--- src/design/sip_pkg.sv ---
// ----------------------------------------------------------------------------
// sip_pkg: shared types and constants of the segment intersection point block
// Payload structs of both channels, the job that passes from the geometry
// front end to the divider back end, and the derived datapath widths.
// ----------------------------------------------------------------------------
package sip_pkg;

  // coordinate width of every input and output point field
  localparam int COORD_BITS = 16;

  // line coefficients a and b
  localparam int AW  = COORD_BITS + 1;
  // coordinate by coordinate product
  localparam int CPW = 2 * COORD_BITS;
  // line constant c
  localparam int CVW = 2 * COORD_BITS + 1;
  // c splits into an unsigned low part of KL bits and a signed high part
  localparam int KL  = COORD_BITS + 1;
  localparam int CHW = CVW - KL;
  // coefficient by coordinate product and the side value sum
  localparam int SPW = AW + COORD_BITS;
  localparam int SW  = SPW + 2;
  // coefficient by coefficient product and the denominator
  localparam int DPW = 2 * AW;
  localparam int DW  = DPW + 1;
  // partial products of the numerators
  localparam int PHW = AW + CHW;
  localparam int PLW = AW + KL + 1;
  // quotient bits and numerator width
  localparam int QB  = COORD_BITS + 1;
  localparam int NW  = DW + QB;

  // job queue between front and back
  localparam int QDEPTH = 4;
  localparam int QPW    = $clog2(QDEPTH);

  typedef struct packed {
    logic signed [COORD_BITS-1:0] ax0;
    logic signed [COORD_BITS-1:0] ay0;
    logic signed [COORD_BITS-1:0] ax1;
    logic signed [COORD_BITS-1:0] ay1;
    logic signed [COORD_BITS-1:0] bx0;
    logic signed [COORD_BITS-1:0] by0;
    logic signed [COORD_BITS-1:0] bx1;
    logic signed [COORD_BITS-1:0] by1;
  } seg_pair_t;

  typedef struct packed {
    logic                         hit;
    logic signed [COORD_BITS-1:0] cross_x;
    logic signed [COORD_BITS-1:0] cross_y;
  } cross_pt_t;

  typedef struct packed {
    logic                 hit;
    logic signed [NW-1:0] num_x;
    logic signed [NW-1:0] num_y;
    logic signed [DW-1:0] den;
  } div_job_t;

  typedef struct packed {
    logic full;
    logic empty;
  } q_stat_t;

  // both values nonzero and of the same sign
  function automatic logic same_side(logic signed [SW-1:0] p, logic signed [SW-1:0] q);
    return (p != '0) && (q != '0) && (p[SW-1] == q[SW-1]);
  endfunction

endpackage

--- src/design/sip_queue.sv ---
// ----------------------------------------------------------------------------
// sip_queue: job queue
// Short register queue that decouples the front end from the divider.
// ----------------------------------------------------------------------------
module sip_queue (
  input  logic              clk,
  input  logic              rst,
  input  logic              push,
  input  sip_pkg::div_job_t wr_job,
  input  logic              pop,
  output sip_pkg::div_job_t rd_job,
  output sip_pkg::q_stat_t  qs
);
  import sip_pkg::*;

  logic [QPW-1:0] wr_ptr, rd_ptr;
  logic [QPW:0]   count;
  div_job_t       mem [QDEPTH];

  assign qs.full  = (count == (QPW+1)'(QDEPTH));
  assign qs.empty = (count == '0);
  assign rd_job   = mem[rd_ptr];

  // advance pointers and track the fill level
  always_ff @(posedge clk) begin
    if (rst) begin
      wr_ptr <= '0;
      rd_ptr <= '0;
      count  <= '0;
    end else begin
      if (push) begin
        wr_ptr <= wr_ptr + 1'b1;
      end
      if (pop) begin
        rd_ptr <= rd_ptr + 1'b1;
      end
      unique case ({push, pop})
        2'b10:   count <= count + 1'b1;
        2'b01:   count <= count - 1'b1;
        default: count <= count;
      endcase
    end
  end

  // store the incoming job
  always_ff @(posedge clk) begin
    if (push) begin
      mem[wr_ptr] <= wr_job;
    end
  end

  a_no_pop_empty: assert property (@(posedge clk) disable iff (rst)
    pop |-> !qs.empty) else $error("queue popped while empty");
  a_no_push_full: assert property (@(posedge clk) disable iff (rst)
    push |-> !qs.full) else $error("queue pushed while full");
  a_count_bound: assert property (@(posedge clk) disable iff (rst)
    count <= (QPW+1)'(QDEPTH)) else $error("queue fill level out of range");

endmodule

--- config.mk ---
export PLATFORM = sky130hd
export DESIGN_NAME = sip_queue
export DESIGN_NICKNAME = d
export VERILOG_FILES = /design/src/design/sip_pkg.sv /design/src/design/sip_queue.sv
export SDC_FILE = /design/constraint.sdc
export NUM_CORES = 1
export LEC_CHECK = 0
export ABC_AREA = 1
export BUFFER_PORTS_ARGS = -buffer_cell sky130_fd_sc_hd__buf_4
export CORE_MARGIN = 2
export CORE_UTILIZATION = 57
export CTS_CLUSTER_SIZE = 25
export DETAILED_ROUTE_END_ITERATION = 6
export GPL_TIMING_DRIVEN = 1
export PLACE_DENSITY = 0.77
export REMOVE_ABC_BUFFERS = 1
export SYNTH_ARGS = -nofsm -noshare
export SYNTH_HDL_FRONTEND = slang
export SYNTH_SLANG_ARGS = --single-unit
export TNS_END_PERCENT = 50
--- constraint.sdc ---
create_clock -name clk -period 4.7 [get_ports clk]
set_input_delay 0.94 -clock clk [delete_from_list [all_inputs] [get_ports clk]]
set_output_delay 0.94 -clock clk [all_outputs]
set_load 0.005 [all_outputs]
==> results.ini <==
[sta]
rsz0062_at_grt = no
hold_viol = 0
fin_crit_ns = 3.72
setup_viol = 0
relSlewSlack = 0.148
tightest_slew_ns = 1.28
max_freq_ghz = 0.269
post-route-period-util = 0.791
slew_viol_final = 0
finalClockSkew_ns = 0.0148

[placement]
portBuffers = 285
gp_congestion = 0.743
dp.cells = 2093
place_area_sq_mm = 0.0236
dp_hpwl_um = 24800

[pwr]
fin_total_pwr_mw = 11.2
combPwrFrac = 0.093
power_density_mw_per_mm2 = 442
p_int_mw = 8.76
p_clk_frac = 0.383
switchingPower_mw = 2.42
switching_share = 0.216
max-vdd-ir-drop_mv = 0.339
leakage_nw = 8.82
p_seq_frac = 0.524

[global_routing]
grt_overflow_total = 0
antenna_found_initial = 1
grt_pass1_vias = 12400
grt_max_degree = 281
grt_pass1_wl_um = 68400
track_usage = 0.231

[yosys]
netlist_instances = 1411
ys_ff_latch = 569
synth_area_sq_mm = 0.0212
synth_seq_area_share = 0.803
yosys_warnings = 0
syn_area_per_cell_sq_um = 15.0
synth_cell_types = 21

[clock_network]
clk_pin_slew_ns = 0.06
cts_root_buffer = clkbuf_16
htreeDepth = 2
cts_num_sinks = 569
cts_tree = built
hold_buffers = 0
clk_latency_ns = 0.59
post_cts_buffers = 0
cts_buffers = 54
cts_buffer_depth = 3
post_cts_resized = 0

[setup_path]
r2r_start = wr_ptr[0]
start_kind = register
worstSetupEndpointType = output port
crit_type = register to output port
required_ns = 3.76
path_max_fanout = 67
arrival_ns = 2.78

[routing]
ant_nets = 0
vias_per_cell = 5.76
route.detailed.drc = 0
drt_iter0_drc = 870
vias = 12600
wl_per_cell_um = 20.6
dr.pass1.iters = 5
wirelength_um = 45200

[die]
die_area_sq_mm = 0.0387
num_rows = 70
core_region_area_sq_mm = 0.0366
die_x_um = 197
io_pins = 286
start_util = 0.578
die_height_um = 197

[final_layout]
area_growth_pct = 19.5
multi_input_area_sq_mm = 0.00353
fin_cells = 2192
n_antenna_cell = 0
nFillCells = 2440
drive_gt1_frac = 0.223
final_cell_mix = edfxtp_1 (560), buf_4 (301), nor2_1 (283), o21ai_0 (226), o22ai_1 (140)
finalNetCount = 1831
final_cell_area_sq_mm = 0.0253
register_area_sq_mm = 0.0170
layout.cells.most_common = edfxtp_1

[flow_run]
drv_cap = 0

[worst_hold_path]
min_path_type = register to register
holdCritStartpoint = rd_ptr[1]

[status]
status = finished, final reports clean

## path summary, 6_finish.rpt
check	slack, ns	to	cells past startpoint
worst max-delay path	0.98	rd_job[61]	5
worst min-delay path	0.44	register	1
worst max register to register	2.47	mem[0][50]	5
worst min register to register	0.44	register	1
## state kept, by name, indices dropped and copies added (netlist names), named ones only
register and count:
wr_ptr 2, mem 560, rd_ptr 2, count 3
## metrics by stage
| step | hold WS [ns] | setup slack [ns] | util | TNS (ns) |
|---|---|---|---|---|
| 6_report | 0.439 | 0.983 | 0.691 | 0 |
| 5_1_grt | 0.464 | 0.816 | 0.691 | 0 |
| 4_1_cts | 0.440 | 0.916 | 0.691 | 0 |
| 3_5_place_dp | 0.423 | 1.57 | 0.644 | 0 |
| 3_3_place_gp | 0.415 | 1.59 | 0.644 | 0 |
| 2_1_floorplan | 0.412 | -3.08 | - | -426.34 |
## power groups by stage
| stage | clock network [mW] | logic [mW] | registers (mW) |
|---|---|---|---|
| final | 4.28 | 1.03 | 5.86 |
| after floorplan | 0 | 0.412 | 6.01 |
| after CTS | 4.35 | 1.04 | 5.86 |
| after global routing | 4.53 | 1.13 | 5.87 |
| after detailed placement | 0 | 1.04 | 5.97 |
| after global placement | 0 | 1.01 | 5.96 |
## layout make-up
cell class,count,area share
clock buffers,70,0.0583
flip-flops and latches,569,0.672
clock inverters,29,0.0110
multi-input cells,733,0.140
well taps,468,0.0231
repair buffers,305,0.0924
inverters,18,0.00386
## critical path: stages (launching register included)
cell	delay, ns
dfxtp_4	0.56
inv_4	0.67
buf_4	0.41
o21ai_0	0.15
o22ai_1	0.19
buf_4	0.15
## synth_stat cells
cell type	number	area [sq um]
buf_6	21	236
buf_2	31	155
inv_6	1	8.76
ha_1	5	62.6
nand4_1	1	6.26
o22ai_1	140	876
o21ai_1	60	300
nand2_1	9	33.8
nand3_1	1	5.00
edfxtp_1	560	16800
clkbuf_1	34	128
o21ai_0	226	1130
inv_2	1	3.75
nor3_1	2	10.0
dfxtp_1	9	180
inv_1	16	60.1
buf_4	3	22.5
nor2_1	283	1060
buf_8	2	30.0
a21oi_1	5	25.0
fa_1	1	20.0
## routing by layer
metal / routed length (um) / GRT usage / up-vias
met4: 1150 / 0.0821 / 2
met2: 21900 / 0.369 / 408
li1: - / - / 5884
met1: 18500 / 0.313 / 6270
met5: 16 / 0 / -
met3: 3630 / 0.0566 / 67
## cell families (layout without fill, tap and decap cells)
family,Yosys count,in the layout,share of synthesized area
DFF,569,569,0.803
AOI/OAI and AO/OA,431,431,0.110
and+or+nand+nor,296,296,0.0528
buffers and inverters,109,422,0.0304
adders and majority gates,6,6,0.00390
(Power assumes the default switching activity.)
